==> config.mk <==
export PLATFORM = sky130hd
export DESIGN_NAME = pixel_compositing_unit
export DESIGN_NICKNAME = d
export VERILOG_FILES = /design/src/design/pcu_pkg.sv /design/src/design/pcu_front.sv /design/src/design/pcu_lane.sv /design/src/design/pixel_compositing_unit.sv
export SDC_FILE = /design/constraint.sdc
export NUM_CORES = 2
export LEC_CHECK = 0
export ABC_AREA = 1
export BUFFER_PORTS_ARGS = -buffer_cell sky130_fd_sc_hd__buf_4
export CAP_MARGIN = 20
export CORE_UTILIZATION = 39
export DETAILED_ROUTE_END_ITERATION = 7
export GPL_ROUTABILITY_DRIVEN = 0
export GPL_TIMING_DRIVEN = 0
export PLACE_DENSITY_LB_ADDON = 0.08
export SYNTH_ARGS = -nofsm -noshare
export SYNTH_HDL_FRONTEND = slang
export SYNTH_SLANG_ARGS = --single-unit
==> constraint.sdc <==
create_clock -name clk -period 4.37 [get_ports clk]
set_input_delay 0.874 -clock clk [delete_from_list [all_inputs] [get_ports clk]]
set_output_delay 0.874 -clock clk [all_outputs]
set_load 0.01 [all_outputs]
==> src/design/pcu_pkg.sv <==
// ----------------------------------------------------------------------------
// pcu_pkg
// Shared types, codes and helpers for the pixel compositing unit.
// ----------------------------------------------------------------------------
package pcu_pkg;

  localparam int ChanW    = 8;
  localparam int PixW     = 32;
  localparam int NumLanes = 4;
  localparam int ModeW    = 3;
  localparam int CfgIdxW  = 3;
  localparam int ProdW    = 2 * ChanW;
  localparam int AlphaLane = 3;

  // mode register codes
  localparam logic [ModeW-1:0] MODE_COPY     = 3'd0;
  localparam logic [ModeW-1:0] MODE_OVER     = 3'd1;
  localparam logic [ModeW-1:0] MODE_GLOBAL   = 3'd2;
  localparam logic [ModeW-1:0] MODE_KEY_COPY = 3'd3;
  localparam logic [ModeW-1:0] MODE_KEY_OVER = 3'd4;
  localparam logic [ModeW-1:0] MODE_TINT     = 3'd5;

  // configuration register indexes
  localparam logic [CfgIdxW-1:0] REG_MODE         = 3'd0;
  localparam logic [CfgIdxW-1:0] REG_GLOBAL_ALPHA = 3'd1;
  localparam logic [CfgIdxW-1:0] REG_KEY_COLOR    = 3'd2;
  localparam logic [CfgIdxW-1:0] REG_KEY_CHK_A    = 3'd3;
  localparam logic [CfgIdxW-1:0] REG_TINT_COLOR   = 3'd4;

  typedef struct packed {
    logic [ModeW-1:0] mode;
    logic [ChanW-1:0] global_alpha;
    logic [PixW-1:0]  key_color;
    logic             key_checks_alpha;
    logic [PixW-1:0]  tint_color;
  } cfg_t;

  // one channel: addend + x0*p0/255 + x1*p1/255, saturated
  typedef struct packed {
    logic [ChanW-1:0] addend;
    logic [ChanW-1:0] x0;
    logic [ChanW-1:0] p0;
    logic [ChanW-1:0] x1;
    logic [ChanW-1:0] p1;
  } lane_op_t;

  typedef struct packed {
    logic            bypass;
    logic            written;
    logic [PixW-1:0] pixel;
  } pix_ctrl_t;

  // exact floor(x/255) for x up to 255*255
  function automatic logic [ChanW-1:0] div255(input logic [ProdW-1:0] x);
    logic [ProdW:0] t;
    t = {1'b0, x} + (ProdW+1)'(x[ProdW-1:ChanW]) + (ProdW+1)'(1);
    return t[ProdW-1:ChanW];
  endfunction

endpackage

==> src/design/pcu_front.sv <==
// ----------------------------------------------------------------------------
// pcu_front
// Mode decode, color key compare and per-channel operand selection.
// ----------------------------------------------------------------------------
module pcu_front import pcu_pkg::*; (
  input  logic                  clk,
  input  logic                  rst_n,
  input  logic                  in_valid,
  input  logic [PixW-1:0]       src_pixel,
  input  logic [PixW-1:0]       dst_pixel,
  input  cfg_t                  cfg,
  output logic                  valid_r,
  output pix_ctrl_t             ctrl_r,
  output lane_op_t [NumLanes-1:0] ops_r
);

  logic [ChanW-1:0]          sa;
  logic [ChanW-1:0]          ga;
  logic [ChanW-1:0]          ta;
  logic [PixW-1:0]           key_mask;
  logic                      key_hit;
  lane_op_t [NumLanes-1:0]   over_ops;
  lane_op_t [NumLanes-1:0]   global_ops;
  lane_op_t [NumLanes-1:0]   tint_ops;
  pix_ctrl_t                 over_ctrl;
  pix_ctrl_t                 global_ctrl;
  pix_ctrl_t                 skip_ctrl;
  pix_ctrl_t                 src_ctrl;
  pix_ctrl_t                 blend_ctrl;
  pix_ctrl_t                 ctrl_nxt;
  lane_op_t [NumLanes-1:0]   ops_nxt;

  always_comb begin
    sa       = src_pixel[PixW-1 -: ChanW];
    ga       = cfg.global_alpha;
    ta       = cfg.tint_color[PixW-1 -: ChanW];
    key_mask = cfg.key_checks_alpha ? {PixW{1'b1}} : {{ChanW{1'b0}}, {(PixW-ChanW){1'b1}}};
    key_hit  = ((src_pixel ^ cfg.key_color) & key_mask) == '0;

    for (int i = 0; i < NumLanes; i++) begin
      over_ops[i].addend = src_pixel[i*ChanW +: ChanW];
      over_ops[i].x0     = dst_pixel[i*ChanW +: ChanW];
      over_ops[i].p0     = ~sa;
      over_ops[i].x1     = '0;
      over_ops[i].p1     = '0;

      global_ops[i].addend = (i == AlphaLane) ? ga : src_pixel[i*ChanW +: ChanW];
      global_ops[i].x0     = dst_pixel[i*ChanW +: ChanW];
      global_ops[i].p0     = ~ga;
      global_ops[i].x1     = '0;
      global_ops[i].p1     = '0;

      if (i == AlphaLane) begin
        tint_ops[i].addend = sa;
        tint_ops[i].x0     = dst_pixel[i*ChanW +: ChanW];
        tint_ops[i].p0     = ~sa;
        tint_ops[i].x1     = '0;
        tint_ops[i].p1     = '0;
      end else begin
        tint_ops[i].addend = '0;
        tint_ops[i].x0     = src_pixel[i*ChanW +: ChanW];
        tint_ops[i].p0     = ta;
        tint_ops[i].x1     = cfg.tint_color[i*ChanW +: ChanW];
        tint_ops[i].p1     = ~ta;
      end
    end

    skip_ctrl  = '{bypass: 1'b1, written: 1'b0, pixel: dst_pixel};
    src_ctrl   = '{bypass: 1'b1, written: 1'b1, pixel: src_pixel};
    blend_ctrl = '{bypass: 1'b0, written: 1'b1, pixel: dst_pixel};

    // fully transparent or opaque source needs no arithmetic
    if (sa == '0) begin
      over_ctrl = '{bypass: 1'b1, written: 1'b1, pixel: dst_pixel};
    end else if (sa == '1) begin
      over_ctrl = src_ctrl;
    end else begin
      over_ctrl = blend_ctrl;
    end

    if (ga == '0) begin
      global_ctrl = '{bypass: 1'b1, written: 1'b1, pixel: dst_pixel};
    end else if (ga == '1) begin
      global_ctrl = src_ctrl;
    end else begin
      global_ctrl = blend_ctrl;
    end

    ctrl_nxt = skip_ctrl;
    ops_nxt  = over_ops;
    unique case (cfg.mode)
      MODE_COPY: begin
        ctrl_nxt = src_ctrl;
      end
      MODE_OVER: begin
        ctrl_nxt = over_ctrl;
      end
      MODE_GLOBAL: begin
        ctrl_nxt = global_ctrl;
        ops_nxt  = global_ops;
      end
      MODE_KEY_COPY: begin
        ctrl_nxt = key_hit ? skip_ctrl : src_ctrl;
      end
      MODE_KEY_OVER: begin
        ctrl_nxt = key_hit ? skip_ctrl : over_ctrl;
      end
      MODE_TINT: begin
        ctrl_nxt = (sa == '0) ? skip_ctrl : blend_ctrl;
        ops_nxt  = tint_ops;
      end
      default: begin
        ctrl_nxt = skip_ctrl;
      end
    endcase
  end

  always_ff @(posedge clk) begin
    if (!rst_n) begin
      valid_r <= 1'b0;
    end else begin
      valid_r <= in_valid;
    end
  end

  always_ff @(posedge clk) begin
    ctrl_r <= ctrl_nxt;
    ops_r  <= ops_nxt;
  end

endmodule

==> src/design/pcu_lane.sv <==
// ----------------------------------------------------------------------------
// pcu_lane
// One color channel: multiply, divide by 255, then add and saturate.
// ----------------------------------------------------------------------------
module pcu_lane import pcu_pkg::*; (
  input  logic             clk,
  input  lane_op_t         op,
  output logic [ChanW-1:0] chan_r
);

  logic [ProdW-1:0]  prod0_r;
  logic [ProdW-1:0]  prod1_r;
  logic [ChanW-1:0]  add_s2_r;
  logic [ChanW-1:0]  q0_r;
  logic [ChanW-1:0]  q1_r;
  logic [ChanW-1:0]  add_s3_r;
  logic [ChanW+1:0]  sum;
  logic [ChanW-1:0]  chan_nxt;

  always_comb begin
    sum      = (ChanW+2)'(add_s3_r) + (ChanW+2)'(q0_r) + (ChanW+2)'(q1_r);
    chan_nxt = (sum[ChanW+1:ChanW] != '0) ? {ChanW{1'b1}} : sum[ChanW-1:0];
  end

  always_ff @(posedge clk) begin
    prod0_r  <= op.x0 * op.p0;
    prod1_r  <= op.x1 * op.p1;
    add_s2_r <= op.addend;
    q0_r     <= div255(prod0_r);
    q1_r     <= div255(prod1_r);
    add_s3_r <= add_s2_r;
    chan_r   <= chan_nxt;
  end

endmodule

==> src/design/pixel_compositing_unit.sv <==
// ----------------------------------------------------------------------------
// pixel_compositing_unit
// ARGB8888 blit compositing: copy, per-pixel over, global alpha, color key
// and tint.
// ----------------------------------------------------------------------------
// Takes one source/destination pixel pair per clock (busy never rises) and
// returns the new destination pixel with out_valid high for one cycle,
// after one stage of decode and key compare, then multiply, divide by 255
// and add/saturate in each of the four channel lanes. Results
// come out in input order and cannot be held off, so the receiver must take
// each one in the cycle it appears. Write configuration only while no pixel
// is in flight.
module pixel_compositing_unit import pcu_pkg::*; (
  input  logic               clk,
  input  logic               rst_n,
  input  logic               start,
  output logic               busy,
  input  logic [PixW-1:0]    in_src_pixel,
  input  logic [PixW-1:0]    in_dst_pixel,
  output logic               out_valid,
  output logic [PixW-1:0]    out_result_pixel,
  output logic               out_dst_written,
  input  logic               cfg_we,
  input  logic [CfgIdxW-1:0] cfg_index,
  input  logic [PixW-1:0]    cfg_wdata
);

  cfg_t                    cfg_r;
  logic                    v1;
  pix_ctrl_t               ctrl1;
  lane_op_t [NumLanes-1:0] ops1;
  logic                    v2_r, v3_r, v4_r;
  pix_ctrl_t               ctrl2_r, ctrl3_r, ctrl4_r;
  logic [PixW-1:0]         blend_pixel;

  assign busy = 1'b0;

  always_ff @(posedge clk) begin
    if (!rst_n) begin
      cfg_r.mode             <= MODE_COPY;
      cfg_r.global_alpha     <= {ChanW{1'b1}};
      cfg_r.key_color        <= '0;
      cfg_r.key_checks_alpha <= 1'b0;
      cfg_r.tint_color       <= '0;
    end else if (cfg_we) begin
      unique case (cfg_index)
        REG_MODE:         cfg_r.mode             <= cfg_wdata[ModeW-1:0];
        REG_GLOBAL_ALPHA: cfg_r.global_alpha     <= cfg_wdata[ChanW-1:0];
        REG_KEY_COLOR:    cfg_r.key_color        <= cfg_wdata;
        REG_KEY_CHK_A:    cfg_r.key_checks_alpha <= cfg_wdata[0];
        REG_TINT_COLOR:   cfg_r.tint_color       <= cfg_wdata;
        default: ;
      endcase
    end
  end

  pcu_front u_front (
    .clk       (clk),
    .rst_n     (rst_n),
    .in_valid  (start & ~busy),
    .src_pixel (in_src_pixel),
    .dst_pixel (in_dst_pixel),
    .cfg       (cfg_r),
    .valid_r   (v1),
    .ctrl_r    (ctrl1),
    .ops_r     (ops1)
  );

  for (genvar i = 0; i < NumLanes; i++) begin : g_lane
    pcu_lane u_lane (
      .clk    (clk),
      .op     (ops1[i]),
      .chan_r (blend_pixel[i*ChanW +: ChanW])
    );
  end

  // control travels alongside the lane pipeline
  always_ff @(posedge clk) begin
    if (!rst_n) begin
      v2_r <= 1'b0;
      v3_r <= 1'b0;
      v4_r <= 1'b0;
    end else begin
      v2_r <= v1;
      v3_r <= v2_r;
      v4_r <= v3_r;
    end
  end

  always_ff @(posedge clk) begin
    ctrl2_r <= ctrl1;
    ctrl3_r <= ctrl2_r;
    ctrl4_r <= ctrl3_r;
  end

  assign out_valid        = v4_r;
  assign out_result_pixel = ctrl4_r.bypass ? ctrl4_r.pixel : blend_pixel;
  assign out_dst_written  = ctrl4_r.written;

endmodule
## Word level (Yosys, flattened, before mapping)

Cells that the tools add are included.

- Reductions and logical operators: 14
- Multiplexer cells: 11
- Equality and inequality tests: 11
- Add/subtract/negate cells: 24
- Bitwise logic cells: 5
- Multiply operators: 8

Operators by type and width:

| cell | number |
|---|---|
| $pmux W160 S2 | 1 |
| $mux W34 | 6 |
| $pmux W34 S6 | 1 |
| $add A16 B1 Y16 const B | 8 |
| $add A16 B8 Y16 | 8 |
| $mul A8 B8 Y16 | 8 |
| $mux W32 | 2 |
| $add A10 B8 Y10 | 4 |
| $add A8 B8 Y9 | 4 |
| $mux W33 | 1 |
| $and A32 B32 Y32 | 1 |
| $logic_not A32 Y1 | 1 |
| $xor A32 B32 Y32 | 1 |
| $not A8 Y8 | 3 |
| $eq A8 B8 Y1 const B | 2 |
| $logic_not A8 Y1 | 2 |
| $eq A3 B2 Y1 const B | 4 |
| $reduce_and A2 Y1 | 5 |
| $eq A3 B3 Y1 const B | 3 |
| $reduce_bool A2 Y1 | 4 |
| $eq A3 B1 Y1 const B | 2 |
| $logic_not A3 Y1 | 2 |

- Register bits: 664
- Output and inout bits: 35
- Input port bits: 103

## Logic depth before layout (Yosys ltp)

- Word-level depth: 5
- Depth in mapped cells: 21
- Mapped depth without buffers: 20

## Modules after synthesis

From an unflattened synthesis, not the netlist that was laid out.

- Cell total of the unflattened synthesis: 6210
- Area total of the unflattened synthesis: 44630.3 um2

Modules (own cells, without submodules):

| module | instances | area an instance (um2) | cells each | seq. area each (um2) |
|---|---|---|---|---|
| pcu_lane (g_lane[2].u_lane) | 1 | 8044.0 | 1173 | 1441.4 |
| pcu_lane (g_lane[3].u_lane) | 1 | 8022.7 | 1168 | 1441.4 |
| pcu_lane (g_lane[1].u_lane) | 1 | 8015.2 | 1172 | 1441.4 |
| pcu_lane (g_lane[0].u_lane) | 1 | 7971.4 | 1144 | 1441.4 |
| pcu_front | 1 | 6852.8 | 953 | 2942.8 |
| pixel_compositing_unit | 1 | 5724.2 | 600 | 3623.5 |

## Least setup slack after synthesis

Ideal clock, no wire load.

- Path kind: reg2reg
- Start point: register u_front.ops_r[2] (netlist name)
- End point: register g_lane[0].u_lane.prod1_r[12]
- Path buffers: 1
- Library setup time: 72 ps
- Cell stages (with the launch flop): 16
- Arrival time: 4041 ps
- Required time: 4298 ps
- Slack: 258 ps
- Cell sequence: dfxtp_1 clkbuf_1 nand2_1 fa_1 fa_1 inv_1 fa_1 inv_1 fa_1 inv_1 ha_1 a21oi_1 a21boi_0 o21ai_0 a31oi_1 xor2_1

- Longest elaborated chain between the ends: 1

Ends and longest elaborated chain:

| item | line | source |
|---|---|---|
| start, declared | pcu_front.sv:14 | `output lane_op_t [NumLanes-1:0] ops_r` |
| start signal, assigned | pcu_front.sv:128 | `ops_r <= ops_nxt;` |
| $mul A8 B8 Y16 | pcu_lane.sv:27 | `prod1_r <= op.x1 * op.p1;` |
| end signal, assigned | pcu_lane.sv:27 |  |
| end, declared | pcu_lane.sv:12 | `logic [ProdW-1:0] prod1_r;` |

Every way passes these cells.
A chain may end at the register's enable or synchronous reset.

==> flow_metrics.py <==
metrics = {
    "layout": {
        "layout.nets": 5562,
        "syn_to_final_growth_pct": 13.6,
        "fin_cells": 6146,
        "diodes": 0,
        "layout_common_cells": "nand2_1 (1091), inv_1 (1013), dfxtp_1 (564)",
        "final_common_cell": "nand2_1",
        "final_area_sq_um": 41900,
        "n_fill_cell": 9469,
        "final_layout_size_suffix_gt1_share_pct": 8.61,
    },
    "logic_synthesis": {
        "syn_nets": 5391,
        "synth_area_sq_um": 36900,
        "ys_seq_area_share_pct": 32.1,
        "yosys_register_bits": 592,
        "synth.avg_cell_area_sq_um": 7.90,
        "async_flop_share_pct": 0,
        "synth_edf_count": 0,
        "synth_cell_types": 46,
        "yosys_most_used_dff": "dfxtp_1",
        "ys_warn_count": 0,
        "netlist_instances": 4672,
    },
    "placed_design": {
        "port_buffers": 134,
        "dp.cells": 6060,
        "placed_area_sq_um": 39500,
        "hpwl_mm": 83.7,
    },
    "timing": {
        "max_freq_ghz": 0.240,
        "holdWs_ns": 0.312,
        "fin_tns_setup_ns": 0,
        "setup_viol": 0,
        "hold_viol": 0,
        "final.min_clock_period_ns": 4.17,
        "maxSlewHeadroom_pct": 38.3,
        "rsz0062_at_grt": "yes",
        "slew_violations": 0,
        "fin_skew_ns": 0.0287,
        "fin_crit_sh_pct": 95.4,
        "worst_pin_slew_ns": 0.925,
    },
    "worst_setup_path": {
        "crit-reg2reg-launch": "u_front.ops_r[20]",
        "critical_path_class": "flip-flop to flip-flop",
        "end_kind": "flip-flop",
        "crit_arrival_ns": 4.68,
        "crit_path_max_fanout": 10,
        "worstPathRequired_ns": 4.88,
        "start_kind": "flip-flop",
        "crit_path_start": "u_front.ops_r[20]",
    },
    "hold_path": {
        "hp-start": "g_lane[1].u_lane.add_s2_r[5]",
        "hold_path.class": "flip-flop to flip-flop",
    },
    "routing": {
        "wire_per_inst_um": 16.8,
        "vias_per_cell": 4.71,
        "ant_nets": 0,
        "wl_met1_mm": 50.7,
        "wl_mm": 103,
        "wl_met3_mm": 6.67,
        "dr_wl_met2_mm": 43.8,
        "vias": 29000,
        "first_pass_iters": 5,
        "drt_drc_violations_left": 0,
        "drt_iter0_drc": 2138,
        "routed.top_layer": "met5",
    },
    "global_route": {
        "antenna_found_initial": 3,
        "grt_util_all_layers_pct": 22.1,
        "overflow": 0,
        "grt_pass1_wl_mm": 162,
        "grt_start_max_net_pins": 15,
        "grt_pass1_vias": 28400,
    },
    "floorplan": {
        "die-area_sq_um": 95900,
        "die_w_um": 310,
        "ios": 138,
        "start_util_pct": 39.5,
        "fp.dieH_um": 310,
        "core_sq_um": 93500,
        "core.rowCount": 112,
    },
    "clock_tree": {
        "cts_num_sinks": 592,
        "clkLatencyLatePin_ns": 0.63,
        "root_buffer": "clkbuf_16",
        "cts.clk_slew.worst_paths_ns": 0.06,
        "cts_tree": "built",
        "numCtsBuffers": 69,
        "clk_path_buf_depth": 3,
        "post_cts_buffers": 0,
        "htreeDepth": 3,
    },
    "pwr": {
        "switching_share_pct": 35.7,
        "p_sw_mw": 6.91,
        "p_clk_share_pct": 30.4,
        "pwr-share-seq_pct": 35.0,
        "power_mw": 19.4,
        "leakage_nw": 23.4,
        "irDropWorstVdd_mv": 0.268,
        "cellPowerDensity_nw_per_um2": 462,
        "p_int_mw": 12.5,
        "power_frac_comb_pct": 34.6,
    },
    "outcome": {
        "status": "finished, final reports clean",
    },
    "run": {
        "cap_violations": 0,
    },
}
-- power by group through the flow --
stage | registers (mW) | clock network (mW) | logic [mW]
detailed placement | 6.89 | 0 | 6.73
CTS | 6.79 | 6.04 | 6.80
global route | 6.87 | 6.26 | 7.75
global placement | 6.88 | 0 | 6.73
floorplan | 6.64 | 0 | 4.97
finish | 6.78 | 5.89 | 6.71
-- critical path, stage by stage, from the launching register on --
cell and delay (ns):
dfxtp_2 0.41, clkbuf_4 0.25, nand2_1 0.09, fa_1 0.48, fa_1 0.55, inv_1 0.05, fa_1 0.47, inv_1 0.05
fa_1 0.50, inv_1 0.05, ha_1 0.34, a21oi_1 0.10, a21boi_2 0.17, o21ai_0 0.26, a31oi_1 0.14, xor2_1 0.15
-- per-stage QoR --
step           utilization, %  setup WS, ns
5_1_grt                  44.9       -0.0361
6_report                 44.9         0.201
3_5_place_dp             42.2        -0.589
2_1_floorplan               -         0.258
4_1_cts                  44.8       0.00202
3_3_place_gp             42.2        -0.605
-- logic make-up (layout without fill, tap and decap cells) --
family	count (synthesis)	in the layout	synth area share (%)
fa+ha+maj	616	616	26.2
buf+inv	1194	1414	12.3
simple gates	1507	1507	16.3
mux	32	32	0.976
compound gates	571	571	8.37
other cells	1	1	0.0102
xor+xnor	159	159	3.77
flops	592	592	32.1
-- final cells by class --
cell class	count	area (sq um)	area share, %
plain buffers	135	708	1.69
clock buffers	84	1820	4.35
clock inverters	36	487	1.16
inverters	1025	3850	9.18
multi-input cells	2886	20600	49.1
flip-flops and latches	592	11900	28.4
well taps	1254	1570	3.74
repair buffers	134	1010	2.40
-- per-layer routing --
layer / track usage, % / up-vias
met5: 0 / -
met4: 5.43 / 4
met3: 2.82 / 129
met2: 33.8 / 780
met1: 32.6 / 13400
li1: - / 14600
-- synthesized netlist by cell type, types with 5 or more instances --
cell type | n | area [sq um]
a21boi_0 | 13 | 97.6
a21o_1 | 5 | 37.5
a21oi_1 | 243 | 1220
a31oi_1 | 9 | 56.3
buf_1 | 5 | 18.8
buf_2 | 22 | 110
clkbuf_1 | 119 | 447
clkbuf_2 | 21 | 105
dfxtp_1 | 592 | 11900
fa_1 | 259 | 5180
ha_1 | 357 | 4470
inv_1 | 1013 | 3800
inv_2 | 10 | 37.5
mux2_2 | 32 | 360
nand2_1 | 1091 | 4100
nand3_1 | 112 | 561
nand3b_1 | 13 | 97.6
nand4_1 | 32 | 200
nor2_1 | 213 | 800
nor3_1 | 33 | 165
o211ai_1 | 29 | 218
o21a_1 | 5 | 37.5
o21ai_0 | 211 | 1060
o21ai_1 | 18 | 90.1
o21bai_1 | 5 | 37.5
o22ai_1 | 18 | 113
xnor2_1 | 71 | 622
xor2_1 | 88 | 771
-- registers in the layout (all words and copies together) (netlist names), 24 cells and up --
signal / cells
cfg_r: 76
ctrl2_r: 34
ctrl3_r: 34
ctrl4_r: 33
g_lane.u_lane.add_s2_r: 32
g_lane.u_lane.add_s3_r: 32
g_lane.u_lane.chan_r: 32
g_lane.u_lane.prod0_r: 64
g_lane.u_lane.prod1_r: 48
g_lane.u_lane.q0_r: 32
g_lane.u_lane.q1_r: 24
u_front.ctrl_r: 34
u_front.ops_r: 112
-- worst paths after layout --
check                                 endpoint  slack (ns)  cells after the start
setup / recovery  g_lane[1].u_lane.prod0_r[12]        0.20                     15
hold / removal    g_lane[1].u_lane.add_s3_r[5]        0.31                      0
hold reg to reg   g_lane[1].u_lane.add_s3_r[5]        0.31                      0
setup reg to reg  g_lane[1].u_lane.prod0_r[12]        0.20                     15
-- what timing repair did --
item                                    in CTS  in global routing
resized for setup                           74                 90
hold buffers                                 0                  0
endpoints found under the setup margin      46                 30
hold endpoints to repair                     0                  0
cloned                                       0                  0
pin swaps                                    0                  2
Note: power is estimated with default switching activity, not from simulation.
